**src/rtl/vag_pkg.sv**
```systemverilog
// ----------------------------------------------------------------------------
// Voice addressability gate package
// Shared constants, codes and pipeline payload types of the gate.
// ----------------------------------------------------------------------------
package vag_pkg;

  localparam int FRAC_BITS = 12;
  localparam int ONE       = 1 << FRAC_BITS;

  localparam int IN_W   = 13;
  localparam int CFG_W  = 13;
  localparam int CNT_W  = 3;
  localparam int IDX_W  = 3;
  localparam int UNIT_W = FRAC_BITS + 1;
  localparam int CMP_W  = (UNIT_W > IN_W) ? UNIT_W : IN_W;
  localparam int FSUM_W = FRAC_BITS + 2;
  localparam int PROD_W = 2 * FRAC_BITS + 1;
  localparam int ACC_W  = 2 * FRAC_BITS + 3;
  localparam int DIV_K  = FRAC_BITS + 4;
  localparam int DIV_R  = ((1 << DIV_K) + 2) / 3;
  localparam int DPROD_W = FSUM_W + DIV_K;

  localparam int W_10 = (10 * ONE + 50) / 100;
  localparam int W_12 = (12 * ONE + 50) / 100;
  localparam int W_16 = (16 * ONE + 50) / 100;
  localparam int W_18 = (18 * ONE + 50) / 100;
  localparam int W_20 = (20 * ONE + 50) / 100;
  localparam int W_22 = (22 * ONE + 50) / 100;
  localparam int W_25 = (25 * ONE + 50) / 100;
  localparam int W_34 = (34 * ONE + 50) / 100;
  localparam int W_38 = (38 * ONE + 50) / 100;
  localparam int W_55 = (55 * ONE + 50) / 100;
  localparam int W_62 = (62 * ONE + 50) / 100;
  localparam int W_78 = (78 * ONE + 50) / 100;
  localparam int W_85 = (85 * ONE + 50) / 100;

  localparam int RST_FAMILY_THR  = (60 * ONE + 50) / 100;
  localparam int RST_ACCEPT_LVL  = (70 * ONE + 50) / 100;
  localparam int RST_REJECT_LVL  = (30 * ONE + 50) / 100;
  localparam int RST_MEDIA_LVL   = (80 * ONE + 50) / 100;
  localparam int RST_OVERLAP_LVL = (80 * ONE + 50) / 100;
  localparam int RST_MIN_FAM     = 2;

  localparam logic [IDX_W-1:0] CFG_FAMILY_THR  = 3'd0;
  localparam logic [IDX_W-1:0] CFG_ACCEPT_LVL  = 3'd1;
  localparam logic [IDX_W-1:0] CFG_REJECT_LVL  = 3'd2;
  localparam logic [IDX_W-1:0] CFG_MEDIA_LVL   = 3'd3;
  localparam logic [IDX_W-1:0] CFG_OVERLAP_LVL = 3'd4;
  localparam logic [IDX_W-1:0] CFG_MIN_FAM     = 3'd5;

  typedef logic [UNIT_W-1:0] unit_t;
  typedef logic [PROD_W-1:0] prod_t;

  typedef enum logic [1:0] {
    PATH_EXPLICIT,
    PATH_VETO,
    PATH_FOLLOWUP,
    PATH_SCORED
  } path_e;

  typedef enum logic [1:0] {
    DEC_ACCEPT  = 2'd0,
    DEC_REJECT  = 2'd1,
    DEC_ABSTAIN = 2'd2
  } decision_e;

  typedef enum logic [1:0] {
    BAND_LOW      = 2'd0,
    BAND_MEDIUM   = 2'd1,
    BAND_HIGH     = 2'd2,
    BAND_EXPLICIT = 2'd3
  } band_e;

  typedef enum logic [2:0] {
    RSN_EXPLICIT     = 3'd0,
    RSN_NEGATIVE     = 3'd1,
    RSN_MEDIA_VETO   = 3'd2,
    RSN_OVERLAP_VETO = 3'd3,
    RSN_FOLLOWUP     = 3'd4,
    RSN_MULTI_ACCEPT = 3'd5,
    RSN_LOW_REJECT   = 3'd6,
    RSN_UNCERTAIN    = 3'd7
  } reason_e;

  typedef struct packed {
    logic [CFG_W-1:0] family_thr;
    logic [CFG_W-1:0] accept_lvl;
    logic [CFG_W-1:0] reject_lvl;
    logic [CFG_W-1:0] media_lvl;
    logic [CFG_W-1:0] overlap_lvl;
    logic [CNT_W-1:0] min_fam;
  } cfg_t;

  typedef struct packed {
    logic [IN_W-1:0] intent;
    logic [IN_W-1:0] prox;
    logic [IN_W-1:0] asr;
    logic [IN_W-1:0] spk;
    logic [IN_W-1:0] media;
    logic [IN_W-1:0] overlap;
    logic            expl;
    logic            neg;
    logic            fwin;
    logic            fmatch;
    logic            direct;
    logic            recent;
  } evid_t;

  typedef struct packed {
    path_e             path;
    reason_e           reason;
    logic [CNT_W-1:0]  fam;
    unit_t             intent;
    unit_t             prox;
    unit_t             asr;
    unit_t             spk;
    unit_t             media;
    unit_t             overlap;
    logic [FSUM_W-1:0] fsum;
    logic              direct;
    logic              recent;
    logic              fwin;
  } prep_t;

  typedef struct packed {
    path_e            path;
    reason_e          reason;
    logic [CNT_W-1:0] fam;
    unit_t            fq;
    prod_t            p_intent;
    prod_t            p_prox;
    prod_t            p_asr;
    prod_t            p_spk;
    prod_t            p_media;
    prod_t            p_overlap;
    prod_t            bias;
  } weigh_t;

  typedef struct packed {
    path_e            path;
    reason_e          reason;
    logic [CNT_W-1:0] fam;
    unit_t            score;
  } score_t;

  typedef struct packed {
    decision_e        decision;
    band_e            band;
    unit_t            score;
    logic [CNT_W-1:0] fam;
    reason_e          reason;
  } verdict_t;

  function automatic logic unit_ge(unit_t a, logic [CFG_W-1:0] b);
    return CMP_W'(a) >= CMP_W'(b);
  endfunction

endpackage

```
**src/rtl/vag_if.sv**
```systemverilog
// ----------------------------------------------------------------------------
// Voice addressability gate channels
// Evidence and verdict channels with valid/ready handshake and payload.
// ----------------------------------------------------------------------------
interface vag_evid_if import vag_pkg::*; ();
  logic            valid;
  logic            ready;
  logic [IN_W-1:0] intent_score;
  logic [IN_W-1:0] proximity_score;
  logic [IN_W-1:0] recog_confidence;
  logic [IN_W-1:0] speaker_score;
  logic [IN_W-1:0] media_score;
  logic [IN_W-1:0] overlap_score;
  logic            explicit_flag;
  logic            negative_flag;
  logic            followup_window;
  logic            followup_match;
  logic            direct_flag;
  logic            recent_flag;

  modport source (
    output valid, intent_score, proximity_score, recog_confidence, speaker_score,
           media_score, overlap_score, explicit_flag, negative_flag, followup_window,
           followup_match, direct_flag, recent_flag,
    input  ready
  );

  modport sink (
    input  valid, intent_score, proximity_score, recog_confidence, speaker_score,
           media_score, overlap_score, explicit_flag, negative_flag, followup_window,
           followup_match, direct_flag, recent_flag,
    output ready
  );
endinterface

interface vag_verdict_if import vag_pkg::*; ();
  logic             valid;
  logic             ready;
  logic [1:0]       decision;
  logic [1:0]       band;
  logic [IN_W-1:0]  score_out;
  logic [CNT_W-1:0] family_count;
  logic [2:0]       reason;

  modport source (
    output valid, decision, band, score_out, family_count, reason,
    input  ready
  );

  modport sink (
    input  valid, decision, band, score_out, family_count, reason,
    output ready
  );
endinterface

```
**src/rtl/vag_prep.sv**
```systemverilog
// ----------------------------------------------------------------------------
// Voice addressability gate, stage one
// Clamps the scores, resolves explicit, veto and follow-up paths and counts
// the positive families.
// ----------------------------------------------------------------------------
module vag_prep import vag_pkg::*; (
  input  logic   clk_i,
  input  logic   rst_ni,
  input  cfg_t   cfg_i,
  input  logic   valid_i,
  output logic   ready_o,
  input  evid_t  data_i,
  output logic   valid_o,
  input  logic   ready_i,
  output prep_t  data_o
);

  logic  valid_q;
  prep_t data_q, data_d;
  unit_t intent, prox, asr, spk, media, overlap;
  logic  media_hit, overlap_hit, followup;

  function automatic unit_t clamp(logic [IN_W-1:0] x);
    return (CMP_W'(x) > CMP_W'(ONE)) ? UNIT_W'(ONE) : UNIT_W'(x);
  endfunction

  always_comb begin
    intent  = clamp(data_i.intent);
    prox    = clamp(data_i.prox);
    asr     = clamp(data_i.asr);
    spk     = clamp(data_i.spk);
    media   = clamp(data_i.media);
    overlap = clamp(data_i.overlap);

    media_hit   = unit_ge(media, cfg_i.media_lvl);
    overlap_hit = unit_ge(overlap, cfg_i.overlap_lvl);
    followup    = data_i.fwin && data_i.fmatch &&
                  (media < UNIT_W'(W_55)) && (overlap < UNIT_W'(W_55));

    data_d         = '0;
    data_d.intent  = intent;
    data_d.prox    = prox;
    data_d.asr     = asr;
    data_d.spk     = spk;
    data_d.media   = media;
    data_d.overlap = overlap;
    data_d.direct  = data_i.direct;
    data_d.recent  = data_i.recent;
    data_d.fwin    = data_i.fwin;
    data_d.fsum    = FSUM_W'(intent) + FSUM_W'(asr) + FSUM_W'(ONE);
    data_d.fam     = CNT_W'($countones({data_i.direct, data_i.recent,
                                        unit_ge(intent, cfg_i.family_thr),
                                        unit_ge(prox, cfg_i.family_thr),
                                        unit_ge(asr, cfg_i.family_thr),
                                        unit_ge(spk, cfg_i.family_thr)}));
    data_d.reason  = RSN_UNCERTAIN;

    if (data_i.expl) begin
      data_d.path   = PATH_EXPLICIT;
      data_d.reason = RSN_EXPLICIT;
    end else if (data_i.neg || media_hit || overlap_hit) begin
      data_d.path   = PATH_VETO;
      data_d.reason = data_i.neg ? RSN_NEGATIVE :
                      (media_hit ? RSN_MEDIA_VETO : RSN_OVERLAP_VETO);
    end else if (followup) begin
      data_d.path   = PATH_FOLLOWUP;
      data_d.reason = RSN_FOLLOWUP;
    end else begin
      data_d.path   = PATH_SCORED;
    end
  end

  assign ready_o = !valid_q || ready_i;
  assign valid_o = valid_q;
  assign data_o  = data_q;

  always_ff @(posedge clk_i or negedge rst_ni) begin
    if (!rst_ni) begin
      valid_q <= 1'b0;
    end else if (ready_o) begin
      valid_q <= valid_i;
    end
  end

  always_ff @(posedge clk_i) begin
    if (valid_i && ready_o) begin
      data_q <= data_d;
    end
  end

endmodule

```
**src/rtl/vag_weigh.sv**
```systemverilog
// ----------------------------------------------------------------------------
// Voice addressability gate, stage two
// Forms the weighted products, the flag bias and the follow-up third.
// ----------------------------------------------------------------------------
module vag_weigh import vag_pkg::*; (
  input  logic   clk_i,
  input  logic   rst_ni,
  input  logic   valid_i,
  output logic   ready_o,
  input  prep_t  data_i,
  output logic   valid_o,
  input  logic   ready_i,
  output weigh_t data_o
);

  logic                valid_q;
  weigh_t              data_q, data_d;
  logic [DPROD_W-1:0]  dprod;

  always_comb begin
    dprod = DPROD_W'(data_i.fsum) * DPROD_W'(DIV_R);

    data_d.path      = data_i.path;
    data_d.reason    = data_i.reason;
    data_d.fam       = data_i.fam;
    data_d.fq        = UNIT_W'(dprod >> DIV_K);
    data_d.p_intent  = PROD_W'(data_i.intent)  * PROD_W'(W_34);
    data_d.p_prox    = PROD_W'(data_i.prox)    * PROD_W'(W_18);
    data_d.p_asr     = PROD_W'(data_i.asr)     * PROD_W'(W_16);
    data_d.p_spk     = PROD_W'(data_i.spk)     * PROD_W'(W_10);
    data_d.p_media   = PROD_W'(data_i.media)   * PROD_W'(W_25);
    data_d.p_overlap = PROD_W'(data_i.overlap) * PROD_W'(W_20);
    data_d.bias      = (data_i.direct ? PROD_W'(W_18 * ONE) : '0) +
                       (data_i.recent ? PROD_W'(W_12 * ONE) : '0) +
                       (data_i.fwin   ? PROD_W'(W_10 * ONE) : '0);
  end

  assign ready_o = !valid_q || ready_i;
  assign valid_o = valid_q;
  assign data_o  = data_q;

  always_ff @(posedge clk_i or negedge rst_ni) begin
    if (!rst_ni) begin
      valid_q <= 1'b0;
    end else if (ready_o) begin
      valid_q <= valid_i;
    end
  end

  always_ff @(posedge clk_i) begin
    if (valid_i && ready_o) begin
      data_q <= data_d;
    end
  end

endmodule

```
**src/rtl/vag_score.sv**
```systemverilog
// ----------------------------------------------------------------------------
// Voice addressability gate, stage three
// Sums the weighted terms, floors and saturates the score and selects the
// score of each decision path.
// ----------------------------------------------------------------------------
module vag_score import vag_pkg::*; (
  input  logic   clk_i,
  input  logic   rst_ni,
  input  logic   valid_i,
  output logic   ready_o,
  input  weigh_t data_i,
  output logic   valid_o,
  input  logic   ready_i,
  output score_t data_o
);

  logic                          valid_q;
  score_t                        data_q, data_d;
  logic        [ACC_W-1:0]       pos, neg;
  logic signed [ACC_W-1:0]       acc;
  logic        [ACC_W-FRAC_BITS-1:0] whole;
  unit_t                         wscore, fscore;

  always_comb begin
    pos = ACC_W'(data_i.p_intent) + ACC_W'(data_i.p_prox) + ACC_W'(data_i.p_asr) +
          ACC_W'(data_i.p_spk) + ACC_W'(data_i.bias);
    neg = ACC_W'(data_i.p_media) + ACC_W'(data_i.p_overlap);
    acc = signed'(pos) - signed'(neg);
    whole = acc[ACC_W-1:FRAC_BITS];

    if (acc[ACC_W-1]) begin
      wscore = '0;
    end else if (whole > (ACC_W-FRAC_BITS)'(ONE)) begin
      wscore = UNIT_W'(ONE);
    end else begin
      wscore = UNIT_W'(whole);
    end

    fscore = (data_i.fq < UNIT_W'(W_85)) ? UNIT_W'(W_85) : data_i.fq;

    data_d.path   = data_i.path;
    data_d.reason = data_i.reason;
    data_d.fam    = data_i.fam;
    case (data_i.path)
      PATH_EXPLICIT: data_d.score = UNIT_W'(ONE);
      PATH_VETO:     data_d.score = '0;
      PATH_FOLLOWUP: data_d.score = fscore;
      default:       data_d.score = wscore;
    endcase
  end

  assign ready_o = !valid_q || ready_i;
  assign valid_o = valid_q;
  assign data_o  = data_q;

  always_ff @(posedge clk_i or negedge rst_ni) begin
    if (!rst_ni) begin
      valid_q <= 1'b0;
    end else if (ready_o) begin
      valid_q <= valid_i;
    end
  end

  always_ff @(posedge clk_i) begin
    if (valid_i && ready_o) begin
      data_q <= data_d;
    end
  end

endmodule

```
**src/rtl/vag_decide.sv**
```systemverilog
// ----------------------------------------------------------------------------
// Voice addressability gate, stage four
// Applies the accept and reject levels, grades the confidence band and holds
// the verdict in the output register.
// ----------------------------------------------------------------------------
module vag_decide import vag_pkg::*; (
  input  logic     clk_i,
  input  logic     rst_ni,
  input  cfg_t     cfg_i,
  input  logic     valid_i,
  output logic     ready_o,
  input  score_t   data_i,
  output logic     valid_o,
  input  logic     ready_i,
  output verdict_t data_o
);

  logic     valid_q;
  verdict_t data_q, data_d;
  band_e    grade;
  logic     accept_ok;

  always_comb begin
    if ((data_i.score >= UNIT_W'(W_78)) || (data_i.score <= UNIT_W'(W_22))) begin
      grade = BAND_HIGH;
    end else if ((data_i.score >= UNIT_W'(W_62)) || (data_i.score <= UNIT_W'(W_38))) begin
      grade = BAND_MEDIUM;
    end else begin
      grade = BAND_LOW;
    end

    accept_ok = unit_ge(data_i.score, cfg_i.accept_lvl) && (data_i.fam >= cfg_i.min_fam);

    data_d.score  = data_i.score;
    data_d.reason = data_i.reason;
    case (data_i.path)
      PATH_EXPLICIT: begin
        data_d.decision = DEC_ACCEPT;
        data_d.band     = BAND_EXPLICIT;
        data_d.fam      = CNT_W'(1);
      end
      PATH_VETO: begin
        data_d.decision = DEC_REJECT;
        data_d.band     = BAND_HIGH;
        data_d.fam      = '0;
      end
      PATH_FOLLOWUP: begin
        data_d.decision = DEC_ACCEPT;
        data_d.band     = BAND_HIGH;
        data_d.fam      = CNT_W'(2);
      end
      default: begin
        data_d.band = grade;
        data_d.fam  = data_i.fam;
        if (accept_ok) begin
          data_d.decision = DEC_ACCEPT;
          data_d.reason   = RSN_MULTI_ACCEPT;
        end else if (!unit_ge(data_i.score, cfg_i.reject_lvl) ||
                     (CMP_W'(data_i.score) == CMP_W'(cfg_i.reject_lvl))) begin
          data_d.decision = DEC_REJECT;
          data_d.reason   = RSN_LOW_REJECT;
        end else begin
          data_d.decision = DEC_ABSTAIN;
          data_d.reason   = RSN_UNCERTAIN;
        end
      end
    endcase
  end

  assign ready_o = !valid_q || ready_i;
  assign valid_o = valid_q;
  assign data_o  = data_q;

  always_ff @(posedge clk_i or negedge rst_ni) begin
    if (!rst_ni) begin
      valid_q <= 1'b0;
    end else if (ready_o) begin
      valid_q <= valid_i;
    end
  end

  always_ff @(posedge clk_i) begin
    if (valid_i && ready_o) begin
      data_q <= data_d;
    end
  end

  a_taken_is_held: assert property (@(posedge clk_i) disable iff (!rst_ni)
    valid_i && ready_o |=> valid_q)
    else $error("accepted word did not reach the output register");

  a_explicit_form: assert property (@(posedge clk_i) disable iff (!rst_ni)
    valid_q && (data_q.reason == RSN_EXPLICIT) |->
      (data_q.decision == DEC_ACCEPT) && (data_q.band == BAND_EXPLICIT) &&
      (data_q.fam == CNT_W'(1)) && (data_q.score == UNIT_W'(ONE)))
    else $error("explicit verdict malformed");

  a_veto_form: assert property (@(posedge clk_i) disable iff (!rst_ni)
    valid_q && ((data_q.reason == RSN_NEGATIVE) || (data_q.reason == RSN_MEDIA_VETO) ||
                (data_q.reason == RSN_OVERLAP_VETO)) |->
      (data_q.decision == DEC_REJECT) && (data_q.score == '0) && (data_q.fam == '0))
    else $error("veto verdict malformed");

  a_followup_floor: assert property (@(posedge clk_i) disable iff (!rst_ni)
    valid_q && (data_q.reason == RSN_FOLLOWUP) |->
      (data_q.score >= UNIT_W'(W_85)) && (data_q.score <= UNIT_W'(ONE)))
    else $error("follow-up score out of range");

endmodule

```
**src/rtl/voice_addressability_gate.sv**
```systemverilog
// ----------------------------------------------------------------------------
// Voice addressability gate
// Decides per utterance whether speech is addressed to the assistant.
// ----------------------------------------------------------------------------
// Channel   | Direction | Word
// evid_i    | in        | six Q12 scores and six flags of one utterance
// verdict_o | out       | decision, band, score, family count and reason
// cfg       | in        | write enable, register index, write data
//
// One word is accepted per cycle while prep is not held by a stall; each
// word passes the four register stages prep, weigh, score and decide.
// Reset clears the stage valid bits and loads the default register values.
// A stall holds each full stage, while empty stages ahead still take words.
// ----------------------------------------------------------------------------
module voice_addressability_gate import vag_pkg::*; (
  input  logic             clk_i,
  input  logic             rst_ni,
  input  logic             cfg_we_i,
  input  logic [IDX_W-1:0] cfg_idx_i,
  input  logic [CFG_W-1:0] cfg_data_i,
  vag_evid_if.sink         evid_i,
  vag_verdict_if.source    verdict_o
);

  cfg_t     cfg_q, cfg_d;
  evid_t    evid;
  prep_t    prep;
  weigh_t   weigh;
  score_t   score;
  verdict_t verdict;
  logic     prep_valid, prep_ready;
  logic     weigh_valid, weigh_ready;
  logic     score_valid, score_ready;

  always_comb begin
    cfg_d = cfg_q;
    if (cfg_we_i) begin
      unique case (cfg_idx_i)
        CFG_FAMILY_THR:  cfg_d.family_thr  = cfg_data_i;
        CFG_ACCEPT_LVL:  cfg_d.accept_lvl  = cfg_data_i;
        CFG_REJECT_LVL:  cfg_d.reject_lvl  = cfg_data_i;
        CFG_MEDIA_LVL:   cfg_d.media_lvl   = cfg_data_i;
        CFG_OVERLAP_LVL: cfg_d.overlap_lvl = cfg_data_i;
        CFG_MIN_FAM:     cfg_d.min_fam     = cfg_data_i[CNT_W-1:0];
        default:         cfg_d = cfg_q;
      endcase
    end
  end

  always_ff @(posedge clk_i or negedge rst_ni) begin
    if (!rst_ni) begin
      cfg_q.family_thr  <= CFG_W'(RST_FAMILY_THR);
      cfg_q.accept_lvl  <= CFG_W'(RST_ACCEPT_LVL);
      cfg_q.reject_lvl  <= CFG_W'(RST_REJECT_LVL);
      cfg_q.media_lvl   <= CFG_W'(RST_MEDIA_LVL);
      cfg_q.overlap_lvl <= CFG_W'(RST_OVERLAP_LVL);
      cfg_q.min_fam     <= CNT_W'(RST_MIN_FAM);
    end else begin
      cfg_q <= cfg_d;
    end
  end

  assign evid.intent  = evid_i.intent_score;
  assign evid.prox    = evid_i.proximity_score;
  assign evid.asr     = evid_i.recog_confidence;
  assign evid.spk     = evid_i.speaker_score;
  assign evid.media   = evid_i.media_score;
  assign evid.overlap = evid_i.overlap_score;
  assign evid.expl    = evid_i.explicit_flag;
  assign evid.neg     = evid_i.negative_flag;
  assign evid.fwin    = evid_i.followup_window;
  assign evid.fmatch  = evid_i.followup_match;
  assign evid.direct  = evid_i.direct_flag;
  assign evid.recent  = evid_i.recent_flag;

  vag_prep u_prep (
    .clk_i   (clk_i),
    .rst_ni  (rst_ni),
    .cfg_i   (cfg_q),
    .valid_i (evid_i.valid),
    .ready_o (evid_i.ready),
    .data_i  (evid),
    .valid_o (prep_valid),
    .ready_i (prep_ready),
    .data_o  (prep)
  );

  vag_weigh u_weigh (
    .clk_i   (clk_i),
    .rst_ni  (rst_ni),
    .valid_i (prep_valid),
    .ready_o (prep_ready),
    .data_i  (prep),
    .valid_o (weigh_valid),
    .ready_i (weigh_ready),
    .data_o  (weigh)
  );

  vag_score u_score (
    .clk_i   (clk_i),
    .rst_ni  (rst_ni),
    .valid_i (weigh_valid),
    .ready_o (weigh_ready),
    .data_i  (weigh),
    .valid_o (score_valid),
    .ready_i (score_ready),
    .data_o  (score)
  );

  vag_decide u_decide (
    .clk_i   (clk_i),
    .rst_ni  (rst_ni),
    .cfg_i   (cfg_q),
    .valid_i (score_valid),
    .ready_o (score_ready),
    .data_i  (score),
    .valid_o (verdict_o.valid),
    .ready_i (verdict_o.ready),
    .data_o  (verdict)
  );

  assign verdict_o.decision     = verdict.decision;
  assign verdict_o.band         = verdict.band;
  assign verdict_o.score_out    = IN_W'(verdict.score);
  assign verdict_o.family_count = verdict.fam;
  assign verdict_o.reason       = verdict.reason;

endmodule

```
**src/flat_wrapper.sv**
```systemverilog
// flat-port wrapper written by rule: the top's interface ports become plain ports
module voice_addressability_gate_flat import vag_pkg::*;
  (clk_i, rst_ni, cfg_we_i, cfg_idx_i, cfg_data_i, evid_i_valid, evid_i_intent_score, evid_i_proximity_score, evid_i_recog_confidence, evid_i_speaker_score, evid_i_media_score, evid_i_overlap_score, evid_i_explicit_flag, evid_i_negative_flag, evid_i_followup_window, evid_i_followup_match, evid_i_direct_flag, evid_i_recent_flag, evid_i_ready, verdict_o_valid, verdict_o_decision, verdict_o_band, verdict_o_score_out, verdict_o_family_count, verdict_o_reason, verdict_o_ready);
  vag_evid_if evid_i_i ();
  vag_verdict_if verdict_o_i ();
  input  logic clk_i;
  input  logic rst_ni;
  input  logic cfg_we_i;
  input  logic [IDX_W-1:0] cfg_idx_i;
  input  logic [CFG_W-1:0] cfg_data_i;
  input wire logic [$bits(evid_i_i.valid)-1:0] evid_i_valid;
  input wire logic [$bits(evid_i_i.intent_score)-1:0] evid_i_intent_score;
  input wire logic [$bits(evid_i_i.proximity_score)-1:0] evid_i_proximity_score;
  input wire logic [$bits(evid_i_i.recog_confidence)-1:0] evid_i_recog_confidence;
  input wire logic [$bits(evid_i_i.speaker_score)-1:0] evid_i_speaker_score;
  input wire logic [$bits(evid_i_i.media_score)-1:0] evid_i_media_score;
  input wire logic [$bits(evid_i_i.overlap_score)-1:0] evid_i_overlap_score;
  input wire logic [$bits(evid_i_i.explicit_flag)-1:0] evid_i_explicit_flag;
  input wire logic [$bits(evid_i_i.negative_flag)-1:0] evid_i_negative_flag;
  input wire logic [$bits(evid_i_i.followup_window)-1:0] evid_i_followup_window;
  input wire logic [$bits(evid_i_i.followup_match)-1:0] evid_i_followup_match;
  input wire logic [$bits(evid_i_i.direct_flag)-1:0] evid_i_direct_flag;
  input wire logic [$bits(evid_i_i.recent_flag)-1:0] evid_i_recent_flag;
  output wire logic [$bits(evid_i_i.ready)-1:0] evid_i_ready;
  output wire logic [$bits(verdict_o_i.valid)-1:0] verdict_o_valid;
  output wire logic [$bits(verdict_o_i.decision)-1:0] verdict_o_decision;
  output wire logic [$bits(verdict_o_i.band)-1:0] verdict_o_band;
  output wire logic [$bits(verdict_o_i.score_out)-1:0] verdict_o_score_out;
  output wire logic [$bits(verdict_o_i.family_count)-1:0] verdict_o_family_count;
  output wire logic [$bits(verdict_o_i.reason)-1:0] verdict_o_reason;
  input wire logic [$bits(verdict_o_i.ready)-1:0] verdict_o_ready;
  assign evid_i_i.valid = evid_i_valid;
  assign evid_i_i.intent_score = evid_i_intent_score;
  assign evid_i_i.proximity_score = evid_i_proximity_score;
  assign evid_i_i.recog_confidence = evid_i_recog_confidence;
  assign evid_i_i.speaker_score = evid_i_speaker_score;
  assign evid_i_i.media_score = evid_i_media_score;
  assign evid_i_i.overlap_score = evid_i_overlap_score;
  assign evid_i_i.explicit_flag = evid_i_explicit_flag;
  assign evid_i_i.negative_flag = evid_i_negative_flag;
  assign evid_i_i.followup_window = evid_i_followup_window;
  assign evid_i_i.followup_match = evid_i_followup_match;
  assign evid_i_i.direct_flag = evid_i_direct_flag;
  assign evid_i_i.recent_flag = evid_i_recent_flag;
  assign evid_i_ready = evid_i_i.ready;
  assign verdict_o_valid = verdict_o_i.valid;
  assign verdict_o_decision = verdict_o_i.decision;
  assign verdict_o_band = verdict_o_i.band;
  assign verdict_o_score_out = verdict_o_i.score_out;
  assign verdict_o_family_count = verdict_o_i.family_count;
  assign verdict_o_reason = verdict_o_i.reason;
  assign verdict_o_i.ready = verdict_o_ready;
  voice_addressability_gate u_core (.clk_i(clk_i), .rst_ni(rst_ni), .cfg_we_i(cfg_we_i), .cfg_idx_i(cfg_idx_i), .cfg_data_i(cfg_data_i), .evid_i(evid_i_i), .verdict_o(verdict_o_i));
endmodule
```
**config.mk**
```make
export PLATFORM = sky130hd
export DESIGN_NAME = voice_addressability_gate_flat
export DESIGN_NICKNAME = d
export VERILOG_FILES = /design/src/rtl/vag_pkg.sv /design/src/rtl/vag_if.sv /design/src/rtl/vag_prep.sv /design/src/rtl/vag_weigh.sv /design/src/rtl/vag_score.sv /design/src/rtl/vag_decide.sv /design/src/rtl/voice_addressability_gate.sv /design/src/flat_wrapper.sv
export SDC_FILE = /design/constraint.sdc
export NUM_CORES = 2
export LEC_CHECK = 0
export ABC_AREA = 1
export BUFFER_PORTS_ARGS = -buffer_cell sky130_fd_sc_hd__buf_2
export CORE_UTILIZATION = 40
export CTS_CLUSTER_SIZE = 16
export DETAILED_ROUTE_END_ITERATION = 10
export GPL_TIMING_DRIVEN = 0
export SLEW_MARGIN = 15
export SYNTH_ARGS = -nofsm -noshare
export SYNTH_HDL_FRONTEND = slang
export SYNTH_HIERARCHICAL = 1
export SYNTH_SLANG_ARGS = --single-unit
```
**constraint.sdc**
```tcl
create_clock -name clk_i -period 9.12 [get_ports clk_i]
set_input_delay 0.456 -clock clk_i [delete_from_list [all_inputs] [get_ports clk_i]]
set_output_delay 0.456 -clock clk_i [all_outputs]
set_load 0.01 [all_outputs]
```
Yosys cells after proc, flatten, opt, wreduce, memory -nomap -nowiden
Cells that the tools add are included.
{"block": "word_totals", "register_bits": 392, "input_bits": 105, "output_inout_bits": 25}
{"block": "classes", "add_sub_neg": 15, "mul": 6, "magnitude_cmp": 23, "eq_ne": 10, "mux": 27, "reduce_logical": 33}
{"cell": "$mux 13", "n": 9}
{"cell": "$ge 13x13->1", "n": 8}
{"cell": "$gt 13x13->1 const B", "n": 6}
{"cell": "$mul 13x10->23 const B", "n": 3}
{"cell": "$mux 21", "n": 2}
{"cell": "$lt 13x12->1 const B", "n": 3}
{"cell": "$pmux 13 s3", "n": 1}
{"cell": "$mul 14x14->28 const B", "n": 1}
{"cell": "$add 27x22->27", "n": 1}
{"cell": "$add 27x23->27", "n": 1}
{"cell": "$add 27x25->27", "n": 1}
{"cell": "$sub 27x25->27", "n": 1}
{"cell": "$ge 13x12->1 const B", "n": 2}
{"cell": "$add 24x23->25", "n": 1}
{"cell": "$add 23x21->24", "n": 1}
{"cell": "$add 23x23->24", "n": 1}
{"cell": "$mul 13x11->24 const B", "n": 1}
{"cell": "$add 22x21->23", "n": 1}
{"cell": "$mux 22", "n": 1}
{"cell": "$mul 13x8->21 const B", "n": 1}
{"cell": "$gt 15x13->1 const B", "n": 1}
{"cell": "$add 13x13->14", "n": 1}
{"cell": "$add 14x13->14 const B", "n": 1}
{"cell": "$eq 13x13->1", "n": 1}
{"cell": "25 further kinds", "n": 64}

Longest topological paths before layout
{"block": "depth", "depth_word": 9, "depth_mapped": 33, "depth_no_buf": 32}

Hierarchy
The synthesis kept the hierarchy.
{"module": "vag_weigh", "n_inst": 1, "cells_per_inst": 2421, "area_per_inst_um2": 22217.6}
{"module": "vag_prep", "n_inst": 1, "cells_per_inst": 737, "area_per_inst_um2": 6794.0}
{"module": "vag_score", "n_inst": 1, "cells_per_inst": 862, "area_per_inst_um2": 6319.8}
{"module": "voice_addressability_gate", "n_inst": 1, "cells_per_inst": 309, "area_per_inst_um2": 2846.5}
{"module": "vag_decide", "n_inst": 1, "cells_per_inst": 220, "area_per_inst_um2": 1819.2}

Worst setup path before layout
OpenSTA, ideal clock, no wires.
{"block": "synth_timing", "path_kind": "input-to-reg", "startpoint": "input verdict_o_ready", "endpoint": "register u_core.u_weigh.data_q, in the netlist u_core/u_weigh/data_o[100] (enable)", "setup_ns": 0.730, "arrival_time_ns": 8.324, "required_ns": 8.390, "slack_ns": 0.066, "path_stages": 6, "n_path_buf": 0, "path_cell_list": "inv_1 nand2_1 inv_1 nand2_1 inv_1 a21oi_1"}
{"block": "synth_between", "elab_chain_cells": 4}
{"item": "start: declaration", "line_no": "flat_wrapper.sv:31", "rtl": "input wire logic [$bits(verdict_o_i.ready)-1:0] verdict_o_ready;"}
{"item": "$logic_or 1x1->1", "line_no": "vag_decide.sv:70", "rtl": "assign ready_o = !valid_q || ready_i;"}
{"item": "net u_core.score_ready", "line_no": "voice_addressability_gate.sv:33", "rtl": "logic score_valid, score_ready;"}
{"item": "$logic_or 1x1->1", "line_no": "vag_score.sv:52", "rtl": "assign ready_o = !valid_q || ready_i;"}
{"item": "net u_core.weigh_ready", "line_no": "voice_addressability_gate.sv:32", "rtl": "logic weigh_valid, weigh_ready;"}
{"item": "$logic_or 1x1->1", "line_no": "vag_weigh.sv:38", "rtl": "assign ready_o = !valid_q || ready_i;"}
{"item": "$logic_and 1x1->1", "line_no": "vag_weigh.sv:51", "rtl": "if (valid_i && ready_o) begin"}
{"item": "end signal: assignment", "line_no": "vag_weigh.sv:52", "rtl": "data_q <= data_d;"}
{"item": "end: declaration", "line_no": "vag_weigh.sv:17", "rtl": "weigh_t data_q, data_d;"}
The timed path passes the listed nets, and every way through them passes these cells.
A chain may end at the register's enable or synchronous reset.

==> results_dict.tcl <==
set metrics [dict create \
    rsz0062_at_grt "false" \
    synth-async-reset-ratio_pct 19.05 \
    syn_avg_cell_area_um2 8.793 \
    grt_pass1_vias 29830 \
    vias 29440 \
    die_x_um 318.2 \
    grt_pass1_wl_mm 159.4 \
    die-area_mm2 0.1013 \
    stdcell_count 6104 \
    firstDrtPassIters 5 \
    max_freq_mhz 169.7 \
    fin_skew_ns 0.03033 \
    holdWs_ns 0.1083 \
    rows 115 \
    cts-htree-levels 2 \
    final_nets 5869 \
    ios 130 \
    area_growth_pct 10.66 \
    dpl.cell_count 6016 \
    place_area_mm2 0.04275 \
    netlist_instances 4549 \
    antenna_found_initial 1 \
    worstMarginPinSlew_ns 0.7074 \
    cp_slowest_stage_delay_ns 0.55 \
    grtUsageTotal_pct 20.09 \
    drive_above_1_share_pct 7.745 \
    worst-path-max-fanout 10 \
    fin_crit_sh_pct 64.61 \
    yosysUniqueCellTypes 51 \
    grt_start_max_net_pins 43 \
    finalSetupViolCount 0 \
    dpl.hpwl_mm 84.49 \
    rr_worst_depth 24 \
    final_cell_mix "inv_1 (1032), nand2_1 (908), ha_1 (665)" \
    hp-class "in2reg" \
    netlist_area_mm2 0.04000 \
    synth-seq-cells 378 \
    synth_edf_count 306 \
    relSlewSlack_pct 52.84 \
    wl_mm 99.86 \
    dieHeight_um 318.2 \
    crit_required_ns 9.45 \
    finalMaxSlewViolations 0 \
    cts.path.max_buffers 3 \
    start_kind "flip-flop" \
    start_util_pct 40.52 \
    period_minus_slack_ns 5.892 \
    clk_latency_ns 0.61 \
    hold_violations 0 \
    via_per_inst 4.823 \
    layout.cells.most_common "inv_1" \
    path_class "reg2reg" \
    drt_iter0_drc 1529 \
    drc 0 \
    numCtsBuffers 46 \
    cts-root-buf "clkbuf_16" \
    arrival_ns 6.22 \
    port_buffers 129 \
    critPathSlowestCell "fa_1" \
    clkSlewWorstSetupHoldPaths_ns 0.06 \
    cpMostUsedCell "nand2_1" \
    status "finished clean" \
    overflow 0 \
    drtAntennaViolNets 0 \
    maxCapViolations 0 \
    core_area_mm2 0.09871 \
    post-route-cell-area_mm2 0.04426 \
    endpoint_kind "flip-flop" \
    seq_area_frac_synth_pct 27.58 \
    tritoncts "yes" \
    yosysWarnings 6 \
    crit_chain "ha_1, nand2_1, o211ai_1, a21oi_1, nor2_1, nor2_1, o21ai_0, xor2_1, fa_1, fa_1, fa_1, inv_1, ha_1, nand2_1, nand2_1, o21bai_1, a21oi_1, nand3_1, a21o_1, xor2_1, nand2_2, buf_6, nand3_1, nand2_1" \
    hold_depth 3 \
    wl_per_cell_um 16.36 \
    clock_sinks 378 \
    cts_resized 0 \
    synth_ff_type "edfxtp_1" \
    gp_congestion 0.9227 \
]
==> logic make-up (layout without fill, tap and decap cells) <==
group / Yosys count / after routing / share of synthesized area [%]
xor+xnor: 107 / 107 / 2.343
fa+ha+maj: 986 / 986 / 36.87
compound gates: 380 / 380 / 5.331
buf+inv: 1106 / 1337 / 10.94
other cells: 1 / 38 / 0.009376
flops: 378 / 378 / 27.58
simple gates: 1591 / 1591 / 16.92
==> repair_timing <==
item	4_1_cts	5_1_grt
hold endpoints to repair	17	0
buffers inserted	0	0
hold buffers	1	0
==> state kept, by name (all words and copies together) (netlist names) <==
signal	flops
u_core/u_decide/data_o	23
u_core/u_decide/valid_o	1
u_core/u_weigh/data_o	159
u_core/u_prep/valid_o	1
u_core/u_prep/data_o	103
u_core/cfg_q	68
u_core/u_weigh/valid_o	1
u_core/u_score/valid_o	1
u_core/u_score/data_o	21
==> worst paths after layout <==
check / start / endpoint / slack [ns]
setup / recovery: u_core/u_weigh/data_o[62] / u_core/u_score/data_o[11] / 3.23
hold / removal: evid_i_valid / u_core/u_prep/valid_o / 0.11
setup reg to reg: u_core/u_weigh/data_o[62] / u_core/u_score/data_o[11] / 3.23
hold reg to reg: u_core/u_weigh/data_o[192] / u_core/u_score/data_o[17] / 0.41
max in group asynchronous: rst_ni / u_core/cfg_q[56] / 8.12
min in group asynchronous: rst_ni / u_core/cfg_q[11] / 0.34
==> layer usage <==
metal  GRT usage (%)  part of all wire (%)
met1           26.91                    46
met2           34.07                    47
met3           2.010                   3.6
met4           6.345                   3.2
met5               0                     0
==> synth_stat cells (3+ instances only) <==
cell type  count  area, um2
a31oi_1        5      31.28
nand3_1      238       1191
a21boi_0       5      37.54
xor2_1        79      691.9
inv_2          8      30.03
nor2_2        10      62.56
nor2_1       270       1013
dfrtp_1       38      950.9
o21bai_1      28      210.2
nand4_1       60      375.4
buf_4         42      315.3
dfstp_2       34      893.4
o21ai_0       67      335.3
nor4_1        15      93.84
a21oi_2        3      26.28
nor2_4         7      78.83
nand2_2       23      143.9
inv_1       1032       3874
o21ai_1        6      30.03
a211oi_1       3      22.52
clkbuf_1      10      37.54
nand2_1      908       3408
a21o_1        19      142.6
fa_1         321       6426
xnor2_1       28      245.2
ha_1         665       8320
a21oi_1      221       1106
nand3b_1      13      97.59
buf_2          5      25.02
nor3_1        31      155.2
o211ai_1       5      37.54
buf_6          8      90.09
edfxtp_1     306       9189
o21a_1         9      67.56
nand3_2        6      60.06
==> worst max-delay path: cells and delay by family, from the launching register on <==
kind,cells,cell delay (ns)
AND/OR/NAND/NOR,9,0.93
flip-flops,1,0.41
XOR/XNOR,2,0.55
buffers and inverters,2,0.20
AO/OA/AOI/OAI,6,1.15
adder cells (fa/ha/maj),5,2.37
==> cell type report <==
cell class	count	area [um2]
clock buffer	62	1261
clock inverter	24	237.7
antenna	1	2.502
inverter	1041	3908
multi-input combinational	3101	24750
fill	9634	54450
sequential	378	11030
buffer	65	467.9
timing repair buffer	145	985.9
tap	1287	1610
==> through the flow <==
| stage | worst slack (ns) | util [%] | TNS [ns] |
|---|---|---|---|
| finish | 3.228 | 44.84 | 0 |
| global route | 2.825 | 44.84 | 0 |
| CTS | 3.244 | 44.84 | 0 |
| detailed placement | 3.339 | 43.31 | 0 |
| global placement | -3.432 | 42.94 | -598.45 |
| floorplan | 0.06630 | - | 0 |
Power is left out: the tool's default activity adds up to more than one toggle a clock period on the data nets, which glitch-free logic cannot reach.
